**config.mk**
```make
export PLATFORM = sky130hd
export DESIGN_NAME = length_prefixed_frame_splitter
export DESIGN_NICKNAME = d
export VERILOG_FILES = /design/src/rtl/lpfs_pkg.sv /design/src/rtl/lpfs_front.sv /design/src/rtl/lpfs_queue.sv /design/src/rtl/lpfs_back.sv /design/src/rtl/length_prefixed_frame_splitter.sv
export SDC_FILE = /design/constraint.sdc
export NUM_CORES = 1
export LEC_CHECK = 0
export BUFFER_PORTS_ARGS = -buffer_cell sky130_fd_sc_hd__buf_4
export CAP_MARGIN = 25
export CORE_MARGIN = 4
export CORE_UTILIZATION = 43
export DETAILED_ROUTE_END_ITERATION = 10
export PLACE_DENSITY = 0.57
export SLEW_MARGIN = 10
export SYNTH_ARGS = -nofsm -noshare
export SYNTH_HDL_FRONTEND = slang
export SYNTH_HIERARCHICAL = 1
export SYNTH_SLANG_ARGS = --single-unit
```
**constraint.sdc**
```tcl
create_clock -name clk -period 5.6 [get_ports clk]
set_input_delay 0.28 -clock clk [delete_from_list [all_inputs] [get_ports clk]]
set_output_delay 0.28 -clock clk [all_outputs]
set_load 0.05 [all_outputs]
```
**src/rtl/lpfs_pkg.sv**
```systemverilog
// Package for the length-prefixed frame splitter: parser phases, result codes
// and the result and queue types shared by the front, queue, back and top level.
// Depends on nothing.
`default_nettype none

package lpfs_pkg;

	// Parser phase of the front part.
	typedef enum logic [2:0] {
		PH_LEN_LO,
		PH_LEN_HI,
		PH_ID_LO,
		PH_ID_HI,
		PH_PAYLOAD,
		PH_ERROR
	} phase_t;

	// Input beat kinds.
	localparam logic IN_DATA  = 1'b0;
	localparam logic IN_CLEAR = 1'b1;

	// Result kinds.
	localparam logic [1:0] OK_PAYLOAD = 2'd0;
	localparam logic [1:0] OK_EMPTY   = 2'd1;
	localparam logic [1:0] OK_ERROR   = 2'd2;

	// Error codes.
	localparam logic ERR_SHORT     = 1'b0;
	localparam logic ERR_TOO_LARGE = 1'b1;

	// The length field counts the two id bytes; the frame total adds the two
	// length bytes on top of that.
	localparam logic [15:0] ID_BYTES     = 16'd2;
	localparam logic [16:0] LEN_BYTES    = 17'd2;
	localparam logic [16:0] MAX_TOTAL_RST = 17'd4096;

	typedef struct packed {
		logic [1:0]  kind;
		logic [15:0] id;
		logic [7:0]  data;
		logic        last;
		logic        code;
	} res_t;

	// One queue entry offered by a producer, with its valid flag.
	typedef struct packed {
		logic vld;
		res_t res;
	} q_item_t;

	// Queue fill status.
	typedef struct packed {
		logic empty;
		logic full;
	} q_stat_t;

endpackage

`default_nettype wire

```
**src/rtl/lpfs_front.sv**
```systemverilog
// Front part of the frame splitter: accepts input beats, tracks the header
// phase, length, id and remaining count, and pushes results to the queue.
// Depends on lpfs_pkg.
`default_nettype none

module lpfs_front (
	input  wire logic                clk,
	input  wire logic                arst_n,
	input  wire logic                accept,
	input  wire logic                in_kind,
	input  wire logic [7:0]          in_byte,
	input  wire logic [16:0]         max_total,
	output lpfs_pkg::q_item_t        push
);

	lpfs_pkg::phase_t phase_q, phase_d;
	logic [15:0] len_q, len_d;
	logic [15:0] id_q, id_d;
	logic [15:0] left_q, left_d;
	logic [15:0] len_full;
	logic [15:0] id_full;
	logic [16:0] total;

	always_ff @(posedge clk or negedge arst_n) begin
		if (!arst_n) begin
			phase_q <= lpfs_pkg::PH_LEN_LO;
			len_q   <= '0;
			id_q    <= '0;
			left_q  <= '0;
		end else begin
			phase_q <= phase_d;
			len_q   <= len_d;
			id_q    <= id_d;
			left_q  <= left_d;
		end
	end

	assign len_full = {in_byte, len_q[7:0]};
	assign id_full  = {in_byte, id_q[7:0]};
	assign total    = {1'b0, len_full} + lpfs_pkg::LEN_BYTES;

	always_comb begin
		phase_d = phase_q;
		len_d   = len_q;
		id_d    = id_q;
		left_d  = left_q;
		push    = '0;
		if (accept) begin
			if (in_kind == lpfs_pkg::IN_CLEAR) begin
				phase_d = lpfs_pkg::PH_LEN_LO;
				len_d   = '0;
				id_d    = '0;
				left_d  = '0;
			end else begin
				case (phase_q)
					lpfs_pkg::PH_LEN_LO: begin
						len_d   = {8'd0, in_byte};
						phase_d = lpfs_pkg::PH_LEN_HI;
					end
					lpfs_pkg::PH_LEN_HI: begin
						len_d = len_full;
						if (len_full < lpfs_pkg::ID_BYTES) begin
							phase_d       = lpfs_pkg::PH_ERROR;
							push.vld      = 1'b1;
							push.res.kind = lpfs_pkg::OK_ERROR;
							push.res.code = lpfs_pkg::ERR_SHORT;
						end else if (total > max_total) begin
							phase_d       = lpfs_pkg::PH_ERROR;
							push.vld      = 1'b1;
							push.res.kind = lpfs_pkg::OK_ERROR;
							push.res.code = lpfs_pkg::ERR_TOO_LARGE;
						end else begin
							phase_d = lpfs_pkg::PH_ID_LO;
						end
					end
					lpfs_pkg::PH_ID_LO: begin
						id_d    = {8'd0, in_byte};
						phase_d = lpfs_pkg::PH_ID_HI;
					end
					lpfs_pkg::PH_ID_HI: begin
						id_d = id_full;
						if (len_q == lpfs_pkg::ID_BYTES) begin
							phase_d       = lpfs_pkg::PH_LEN_LO;
							left_d        = '0;
							push.vld      = 1'b1;
							push.res.kind = lpfs_pkg::OK_EMPTY;
							push.res.id   = id_full;
							push.res.last = 1'b1;
						end else begin
							left_d  = len_q - lpfs_pkg::ID_BYTES;
							phase_d = lpfs_pkg::PH_PAYLOAD;
						end
					end
					lpfs_pkg::PH_PAYLOAD: begin
						left_d        = left_q - 16'd1;
						push.vld      = 1'b1;
						push.res.kind = lpfs_pkg::OK_PAYLOAD;
						push.res.id   = id_q;
						push.res.data = in_byte;
						push.res.last = (left_q == 16'd1);
						if (left_q == 16'd1) begin
							phase_d = lpfs_pkg::PH_LEN_LO;
						end
					end
					lpfs_pkg::PH_ERROR: begin
						// Data beats are dropped until a clear arrives.
					end
					default: begin
						phase_d = lpfs_pkg::PH_LEN_LO;
					end
				endcase
			end
		end
	end

endmodule

`default_nettype wire

```
**src/rtl/lpfs_queue.sv**
```systemverilog
// Short first-in first-out queue of results between the front and back parts.
// Depends on lpfs_pkg.
`default_nettype none

module lpfs_queue #(
	parameter int DEPTH = 4
) (
	input  wire logic              clk,
	input  wire logic              arst_n,
	input  wire lpfs_pkg::q_item_t push,
	input  wire logic              pop,
	output lpfs_pkg::q_item_t      head,
	output lpfs_pkg::q_stat_t      stat
);

	localparam int PW = (DEPTH > 1) ? $clog2(DEPTH) : 1;
	localparam int CW = $clog2(DEPTH + 1);
	localparam logic [PW-1:0] LAST_PTR = PW'(DEPTH - 1);
	localparam logic [CW-1:0] FULL_CNT = CW'(DEPTH);

	lpfs_pkg::res_t mem_q [DEPTH];
	logic [PW-1:0] wr_ptr_q;
	logic [PW-1:0] rd_ptr_q;
	logic [CW-1:0] cnt_q;
	logic          do_push;
	logic          do_pop;

	assign stat.empty = (cnt_q == '0);
	assign stat.full  = (cnt_q == FULL_CNT);
	assign do_push    = push.vld && !stat.full;
	assign do_pop     = pop && !stat.empty;
	assign head.vld   = !stat.empty;
	assign head.res   = mem_q[rd_ptr_q];

	always_ff @(posedge clk) begin
		if (do_push) begin
			mem_q[wr_ptr_q] <= push.res;
		end
	end

	always_ff @(posedge clk or negedge arst_n) begin
		if (!arst_n) begin
			wr_ptr_q <= '0;
			rd_ptr_q <= '0;
			cnt_q    <= '0;
		end else begin
			if (do_push) begin
				wr_ptr_q <= (wr_ptr_q == LAST_PTR) ? '0 : wr_ptr_q + PW'(1);
			end
			if (do_pop) begin
				rd_ptr_q <= (rd_ptr_q == LAST_PTR) ? '0 : rd_ptr_q + PW'(1);
			end
			if (do_push && !do_pop) begin
				cnt_q <= cnt_q + CW'(1);
			end else if (do_pop && !do_push) begin
				cnt_q <= cnt_q - CW'(1);
			end
		end
	end

endmodule

`default_nettype wire

```
**src/rtl/lpfs_back.sv**
```systemverilog
// Back part of the frame splitter: the output register that presents queued
// results to the receiver and takes the next one as the current beat leaves.
// Depends on lpfs_pkg.
`default_nettype none

module lpfs_back (
	input  wire logic              clk,
	input  wire logic              arst_n,
	input  wire lpfs_pkg::q_item_t head,
	output logic                   pop,
	input  wire logic              out_ready,
	output logic                   out_valid,
	output lpfs_pkg::res_t         out_res
);

	logic           vld_q;
	lpfs_pkg::res_t res_q;

	// Load whenever the register is empty or its beat is taken this cycle.
	assign pop = head.vld && (!vld_q || out_ready);

	always_ff @(posedge clk or negedge arst_n) begin
		if (!arst_n) begin
			vld_q <= 1'b0;
		end else if (!vld_q || out_ready) begin
			vld_q <= head.vld;
		end
	end

	always_ff @(posedge clk) begin
		if (pop) begin
			res_q <= head.res;
		end
	end

	assign out_valid = vld_q;
	assign out_res   = res_q;

endmodule

`default_nettype wire

```
**src/rtl/length_prefixed_frame_splitter.sv**
```systemverilog
// Top level of the length-prefixed frame splitter: input channel, configuration
// register, front parser, result queue and output register, plus assertions.
// Depends on lpfs_pkg, lpfs_front, lpfs_queue and lpfs_back.
//
// Usage: the input channel carries one stream byte per beat in s_axis_tdata,
// or a clear beat when s_axis_tuser is high. Each frame is a 16-bit
// little-endian length, a 16-bit little-endian message id and length-2
// payload bytes. Every payload byte leaves as one output beat tagged with the
// message id, the final one with m_axis_tlast set. A frame without payload
// gives one empty-frame beat; a bad length gives one error beat, after which
// data beats are dropped until a clear beat arrives.
// Throughput is one input beat per cycle while s_axis_tready is high; the
// parser updates its state on every accepted beat. A result is first written
// into the queue, then loaded from the queue into the output register.
// When the receiver stalls, results collect in the QUEUE_DEPTH-entry queue;
// s_axis_tready falls only once the queue is full, and no beat is lost.
// Reset clears the parser to wait for a length low byte, empties the queue
// and the output register, and sets the maximum frame total to 4096.
// cfg_wr_data may be written at any clock edge with cfg_wr_en high; it is
// meant to change only while the block is idle.
`default_nettype none

module length_prefixed_frame_splitter #(
	parameter int QUEUE_DEPTH = 4
) (
	input  wire logic        clk,
	input  wire logic        arst_n,
	// Configuration: maximum frame total including the length field.
	input  wire logic        cfg_wr_en,
	input  wire logic [16:0] cfg_wr_data,
	// Input channel.
	input  wire logic        s_axis_tvalid,
	output logic             s_axis_tready,
	input  wire logic [7:0]  s_axis_tdata,  // [7:0] data_byte
	input  wire logic [0:0]  s_axis_tuser,  // [0] kind
	// Output channel.
	output logic             m_axis_tvalid,
	input  wire logic        m_axis_tready,
	output logic [31:0]      m_axis_tdata,  // [15:0] msg_id, [23:16] payload_byte,
	                                        // [24] error_code, [31:25] zero
	output logic [1:0]       m_axis_tuser,  // [1:0] out_kind
	output logic             m_axis_tlast   // last_of_frame
);

	logic [16:0]        max_total_q;
	logic               in_fire;
	lpfs_pkg::q_item_t  q_push;
	lpfs_pkg::q_item_t  q_head;
	lpfs_pkg::q_stat_t  q_stat;
	logic               q_pop;
	lpfs_pkg::res_t     out_res;

	// The maximum frame total is a plain register with no read-back.
	always_ff @(posedge clk or negedge arst_n) begin
		if (!arst_n) begin
			max_total_q <= lpfs_pkg::MAX_TOTAL_RST;
		end else if (cfg_wr_en) begin
			max_total_q <= cfg_wr_data;
		end
	end

	// Each accepted beat pushes at most one result, so room for one entry is
	// all the front part needs to take a beat.
	assign s_axis_tready = !q_stat.full;
	assign in_fire       = s_axis_tvalid && s_axis_tready;

	lpfs_front u_front (
		.clk       (clk),
		.arst_n    (arst_n),
		.accept    (in_fire),
		.in_kind   (s_axis_tuser[0]),
		.in_byte   (s_axis_tdata),
		.max_total (max_total_q),
		.push      (q_push)
	);

	lpfs_queue #(
		.DEPTH (QUEUE_DEPTH)
	) u_queue (
		.clk    (clk),
		.arst_n (arst_n),
		.push   (q_push),
		.pop    (q_pop),
		.head   (q_head),
		.stat   (q_stat)
	);

	lpfs_back u_back (
		.clk       (clk),
		.arst_n    (arst_n),
		.head      (q_head),
		.pop       (q_pop),
		.out_ready (m_axis_tready),
		.out_valid (m_axis_tvalid),
		.out_res   (out_res)
	);

	assign m_axis_tdata = {7'd0, out_res.code, out_res.data, out_res.id};
	assign m_axis_tuser = out_res.kind;
	assign m_axis_tlast = out_res.last;

	// A result must never be offered to a full queue, or it would be lost.
	a_no_push_when_full: assert property (@(posedge clk) disable iff (!arst_n)
		q_push.vld |-> !q_stat.full)
		else $error("result pushed into a full queue");

	// A clear beat resets the parser and produces no result.
	a_clear_silent: assert property (@(posedge clk) disable iff (!arst_n)
		in_fire && (s_axis_tuser[0] == lpfs_pkg::IN_CLEAR) |-> !q_push.vld)
		else $error("clear beat produced a result");

	// An empty-frame result always closes its frame.
	a_empty_is_last: assert property (@(posedge clk) disable iff (!arst_n)
		m_axis_tvalid && (m_axis_tuser == lpfs_pkg::OK_EMPTY) |-> m_axis_tlast)
		else $error("empty-frame result without last flag");

	// An error result carries no id and does not close a frame.
	a_error_fields: assert property (@(posedge clk) disable iff (!arst_n)
		m_axis_tvalid && (m_axis_tuser == lpfs_pkg::OK_ERROR)
		|-> (m_axis_tdata[15:0] == 16'd0) && !m_axis_tlast)
		else $error("error result with id or last flag set");

endmodule

`default_nettype wire
```
==> metrics.yaml, run 1 <==
clk_latency_ps: 510
max_freq_ghz: 0.217
finalHoldViolCount: 0
place_congestion: 0.863
grt-ovfl-total: 0
drtIter0Drc: 396
p_sw_w: 0.00216
r2r_start: "u_front/len_q[5]"
vdd_drop_max_mv: 0.229
min_from: "cfg_wr_data[12]"
max_slew.worst_pin.slew_ps: 1040
wl_met2_um: 10500
numCtsBuffers: 24
status: "finished, final reports clean"
topRoutingLayerUsed: "met4"
antenna_found_initial: 0
chipWidth_um: 160
final_area_mm2: 0.0115
switching_share_pct: 35.9
clkTransAtPathRegs_ps: 60
tritoncts: "done"
rsz0062_at_grt: "false"
setup_tns_ps: 0
post_drt_wl_per_cell_um: 19.6
core_area_mm2: 0.0227
syn_to_final_growth_pct: 15.6
dp_hpwl_um: 13700
drt_pass1_iterations: 5
port_buffers: 60
ys_warn_count: 6
drive_above_1_share_pct: 22.1
r2r_slack_ps: 990
placedInstanceArea_mm2: 0.0105
clk_path_buf_depth: 3
comb_power_share_pct: 35.9
max_slew_margin_pct: 30.2
slew_violations: 0
row_count: 55
fill_cells: 1949
die_y_um: 160
critPathMaxFanout: 10
synth_area_mm2: 0.00996
ant_nets: 0
clock_skew_ps: 9.21
viasPerCell: 5.65
cts_sinks: 216
dpl.cell_count: 1005
wl_met1_um: 8960
reg2reg_depth: 20
cts_root_buffer: "clkbuf_16"
grt_max_degree: 77
p_int_w: 0.00385
finalNetCount: 824
wl_met3_um: 913
worst_hold_path_type: "in -> reg"
stdcell_count: 1067
grtUsageTotal_pct: 16.1
wl_um: 20900
clockPowerShare_pct: 26.0
p_leak_nw: 4.53
r2r-end: "u_queue/cnt_q[2]"
vias: 6030
crit_required_ps: 6030
grt_pass1_vias: 6299
min_period_ps: 4610
power_w: 0.00601
post_cts_buffers: 0
syn_inst: 697
htreeDepth: 1
die-area_mm2: 0.0257
drc: 0
diodes: 0
hold_depth: 2
period_share_pct: 82.3
drv_cap: 0
cts_resized: 0
ios: 68
hold_end: "max_total_q[12]"
p_per_area_mw_per_mm2: 522
worst-setup-path-type: "reg -> reg"
end_kind: "flop"
avgSynthCellArea_um2: 14.3
finalSetupViolCount: 0
p_seq_share_pct: 38.1
crit_arrival_ps: 5040
start_util_pct: 43.9
start_kind: "flop"
grt_pass1_wl_um: 33400
==> cell type report <==
class | count | area (um^2) | share of cell area (%)
Tap cell | 285 | 357 | 3.10
Clock buffer | 32 | 662 | 5.75
Sequential cell | 216 | 6110 | 53.0
Inverter | 29 | 109 | 0.945
Timing Repair Buffer | 83 | 696 | 6.04
Clock inverter | 12 | 135 | 1.17
Multi-Input combinational cell | 410 | 3450 | 30.0
==> registers in the layout (all words and copies together) (netlist names) <==
signal            cells
max_total_q          17
u_queue/mem_q       112
u_front/phase_q       3
u_queue/rd_ptr_q      2
u_back/out_res       28
u_front/len_q        16
u_front/left_q       16
u_queue/wr_ptr_q      2
u_back/out_valid      1
u_front/id_q         16
u_queue/cnt_q         3
==> worst max-delay path, stage by stage (launching register included) <==
cell and delay (ps):
dfrtp_1 580, and3_1 240, and2_1 190, nand2_1 100, or2_2 340, nor2_1 140, xnor2_1 80, ha_1 300
nand4_1 200, nor4_1 410, nand2b_1 100, nand3_1 140, a21oi_1 140, o21bai_1 150, nor2b_2 320, ha_1 240
inv_1 60, fa_1 370, xor2_1 150, nor2_1 110, xor2_1 160
==> worst max-delay path by stage <==
stage	to	start	cells past startpoint	slack, ps
after global placement	u_queue/mem_q[0][19]	u_front/len_q[5]	15	1220
after CTS	u_queue/cnt_q[2]	u_front/len_q[5]	20	1040
after global routing	u_queue/cnt_q[2]	u_front/len_q[5]	20	580
after detailed placement	u_queue/mem_q[1][18]	u_front/len_q[5]	15	1070
final	u_queue/cnt_q[2]	u_front/len_q[5]	20	990
after floorplan	u_queue/cnt_q[1]	u_front/len_q[3]	19	1630
==> power groups by stage <==
| stage | Sequential (W) | Clock [W] | Combinational [W] |
|---|---|---|---|
| detailed placement | 0.00232 | 0 | 0.00215 |
| finish | 0.00229 | 0.00156 | 0.00216 |
| CTS | 0.00229 | 0.00160 | 0.00217 |
| global placement | 0.00234 | 0 | 0.00206 |
| floorplan | 0.00253 | 0 | 0.00140 |
| global route | 0.00233 | 0.00167 | 0.00233 |
==> per-layer routing <==
metal,vias to the layer above,track usage [%]
li1,2790,-
met1,3051,20.7
met2,150,28.2
met3,39,2.50
met4,0,4.81
met5,-,0
==> through the flow <==
| stage | worst slack (ps) | hold slack, ps | util [%] |
|---|---|---|---|
| 2_1_floorplan | 1630 | -15.6 | - |
| 3_3_place_gp | 1220 | 478 | 46.3 |
| 3_5_place_dp | 1070 | 484 | 46.3 |
| 4_1_cts | 1040 | 1.13 | 50.6 |
| 5_1_grt | 579 | 2.10 | 50.7 |
| 6_report | 991 | 13.6 | 50.7 |
==> timing repair <==
action                     in CTS  in global routing
setup endpoints to repair       0                  0
hold endpoints to repair       90                  0
hold buffers                   16                  0
==> cell usage in the layout, fill, tap and decap left out, types with 6 or more instances in the layout <==
| cell | n |
|---|---|
| o21ai_0 | 23 |
| o2bb2ai_1 | 8 |
| o22ai_1 | 6 |
| nand3_1 | 8 |
| clkbuf_1 | 6 |
| clkbuf_16 | 25 |
| dlygate4sd3_1 | 16 |
| a21oi_1 | 17 |
| conb_1 | 7 |
| and3_1 | 12 |
| ha_1 | 28 |
| edfxtp_1 | 140 |
| mux4_2 | 28 |
| nor2_1 | 43 |
| nand4_1 | 12 |
| nand2_1 | 23 |
| mux2_4 | 14 |
| nor3_1 | 13 |
| nand2b_1 | 6 |
| mux2_2 | 8 |
| dfrtp_1 | 74 |
| xnor2_1 | 20 |
| xor2_1 | 9 |
| inv_1 | 29 |
| buf_4 | 65 |
| and2_1 | 13 |
| a32o_1 | 24 |
| nor4_1 | 10 |
| a22oi_1 | 18 |
No activity file was read; power rests on OpenSTA's default activity.
==> run 2: changes to the inputs <==
==> constraint.sdc (replaced) <==
create_clock -name clk -period 4.8 [get_ports clk]
set_input_delay 0.24 -clock clk [delete_from_list [all_inputs] [get_ports clk]]
set_output_delay 0.24 -clock clk [all_outputs]
set_load 0.05 [all_outputs]
==> run 2 against run 1 <==
Critical path type unchanged. Clock skew is 5.0 ps higher. Critical path depth is 2 lower. Sequential share of layout area is 0.17 points lower. Sequential power is 16% higher. Die area stayed put. Clock power is 10% higher. Critical endpoint is now u_queue/cnt_q[1]. Hold slack better by 88 ps. Sequential cell count stayed put. First-iteration DRC count is 14% lower. Total power is 15% higher.
==> metrics.yaml, run 2 (synthesis gave the netlist of run 1 again) <==
finalHoldViolCount: 0  # unchanged
drt_pass1_iterations: 5  # unchanged
worst_hold_path_type: "in -> reg"
min_period_ps: 4400  # -206 ps
cts_sinks: 216  # unchanged
tritoncts: "done"
worst-setup-path-type: "reg -> reg"
syn_to_final_growth_pct: 16.0
largest_reg_flops: 112  # unchanged
start_util_pct: 43.9  # unchanged
switching_share_pct: 36.5  # +0.61 points
hold_depth: 2  # unchanged
clk_path_buf_depth: 3  # unchanged
rsz0062_at_grt: "false"
core_area_mm2: 0.0227  # unchanged
grtUsageTotal_pct: 16.5  # +0.37 points
die-area_mm2: 0.0257  # unchanged
fin_ws_ps: 397  # -594 ps
crit_arrival_ps: 4800  # -240 ps
p_per_area_mw_per_mm2: 599  # +15%
chipWidth_um: 160  # unchanged
drv_cap: 0  # unchanged
crit_slowest_cell: "dfrtp_1"
r2r_start: "u_front/len_q[3]"
layout_common_cells: "edfxtp_1 (140), dfrtp_1 (74), buf_4 (72)"
grt_pass1_vias: 6360  # +0.97%
hold_end: "u_front/id_q[1]"
clockPowerShare_pct: 24.9  # -1.1 points
end_kind: "flop"
diodes: 0  # unchanged
status: "finished, final reports clean"
grt-ovfl-total: 0  # unchanged
crit_required_ps: 5200  # -830 ps
period_share_pct: 91.7  # +9.4 points
final_common_cell: "edfxtp_1"
drtIter0Drc: 339  # -14%
port_buffers: 60  # unchanged
htreeDepth: 1  # unchanged
place_congestion: 0.839  # -2.8%
grt_max_degree: 77  # unchanged
r2r-end: "u_queue/cnt_q[1]"
drive_above_1_share_pct: 22.9  # +0.76 points
fill_cells: 1962  # +0.67%
grt_pass1_wl_um: 34200  # +2.4%
setup_tns_ps: 0  # unchanged
comb_power_share_pct: 36.9  # +1.0 points
reg2reg_depth: 18  # -10%
max_slew.worst_pin.slew_ps: 916  # -122 ps
min_from: "s_axis_tuser"
clock_skew_ps: 14.2  # +4.96 ps
clk_latency_ps: 520  # about the same
ant_nets: 0  # unchanged
path_buf_inv: 1  # unchanged
post_drt_wl_per_cell_um: 19.6  # +0.26%
p_leak_nw: 4.56  # +0.68%
path_cells: "and3_1 -> and2_1 -> nand2_1 -> or2_2 -> nor2_1 -> xnor2_1 -> ha_1 -> nand4_1 -> nor3_1 -> a221oi_1 -> nand3_1 -> a21oi_1 -> o21bai_1 -> nor2b_4 -> ha_1 -> inv_1 -> fa_1 -> mux2_2"
dp_hpwl_um: 13700  # +0.23%
start_kind: "flop"
final_area_mm2: 0.0116  # +0.33%
r2r_slack_ps: 400  # -590 ps
finalSetupViolCount: 0  # unchanged
viasPerCell: 5.63  # -0.29%
critPathMaxFanout: 9  # -1
ios: 68  # unchanged
p_seq_share_pct: 38.2  # about the same
row_count: 55  # unchanged
top_register: "u_queue/mem_q"
max_slew_margin_pct: 38.3  # +8.1 points
numCtsBuffers: 23  # -4.2%
placedInstanceArea_mm2: 0.0106  # +0.50%
final_util_pct: 50.9  # +0.17 points
clkTransAtPathRegs_ps: 60  # about the same
cts_root_buffer: "clkbuf_16"
cpMostUsedCell: "ha_1"
crit_family: "simple AND/OR/NAND/NOR gates"
cpPeakStageDelay_ps: 500  # -80 ps
wl_um: 21100  # +1.1%
die_y_um: 160  # unchanged
p_sw_w: 0.00253  # +17%
finalNetCount: 834  # +1.2%
slew_violations: 0  # unchanged
p_int_w: 0.00440  # +14%
vdd_drop_max_mv: 0.306  # +33%
dpl_worst_slack_ps: 310  # -759 ps
vias: 6063  # +0.55%
drc: 0  # unchanged
max_freq_ghz: 0.227  # +4.7%
antenna_found_initial: 0  # unchanged
## run 2: cell count changes in the layout (fill, tap and decap cells not counted), sizes merged
cell | previous run | this run
clkbuf | 32 | 30
clkinv | 7 | 8
buf | 67 | 75
dlygate4sd3 | 16 | 19
inv | 29 | 30
bufinv | 3 | 2
clkinvlp | 2 | 1
## run 2: worst max-delay path by stage
stage | endpoint | startpoint | depth (start not counted) | slack (ps)
global route | u_queue/cnt_q[2] | u_front/len_q[3] | 20 | 100
global placement | u_queue/cnt_q[2] | u_front/len_q[3] | 20 | 520
finish | u_queue/cnt_q[1] | u_front/len_q[3] | 18 | 400
CTS | u_queue/cnt_q[2] | u_front/len_q[3] | 20 | 290
detailed placement | u_queue/cnt_q[2] | u_front/len_q[3] | 20 | 310
floorplan | u_queue/cnt_q[1] | u_front/len_q[3] | 19 | 830
## run 2: repair_timing
action / 4_1_cts / 5_1_grt
endpoints found under the hold margin: 93 / 0
resized for setup: 0 / 2
setup endpoints to repair: 0 / 2
buffers inserted: 0 / 0
hold buffers: 19 / 0
## run 2: stage by stage
step / cells / hold slack (ps) / total power, W
5_1_grt: 1076 / 93.1 / 0.00733
3_5_place_dp: 1012 / 477 / 0.00523
6_report: 1076 / 101 / 0.00693
4_1_cts: 1073 / 65.0 / 0.00699
3_3_place_gp: 1011 / 456 / 0.00514
2_1_floorplan: 703 / -55.6 / 0.00459
## run 2: power groups by stage
stage | registers, W | clock network [W] | logic [W]
floorplan | 0.00296 | 0 | 0.00164
global placement | 0.00272 | 0 | 0.00242
detailed placement | 0.00268 | 0 | 0.00254
CTS | 0.00265 | 0.00178 | 0.00256
global route | 0.00270 | 0.00185 | 0.00278
finish | 0.00265 | 0.00172 | 0.00256
## run 2: area by class of cell
cell class	instances	area, um^2	area share, %
Inverter	29	109	0.942
Sequential cell	216	6110	52.9
Timing Repair Buffer	94	783	6.78
Multi-Input combinational cell	410	3460	30.0
Clock buffer	30	612	5.30
Clock inverter	12	124	1.07
Tap cell	285	357	3.09
## run 2: routing by layer
layer  global-route usage (%)  part of all wire [%]  up-vias
met5                        0                     0        -
met4                     4.61                   2.3        0
met3                     2.68                   3.8       36
met2                     28.9                    51      145
met1                     21.2                    43     3078
li1                         -                     -     2804
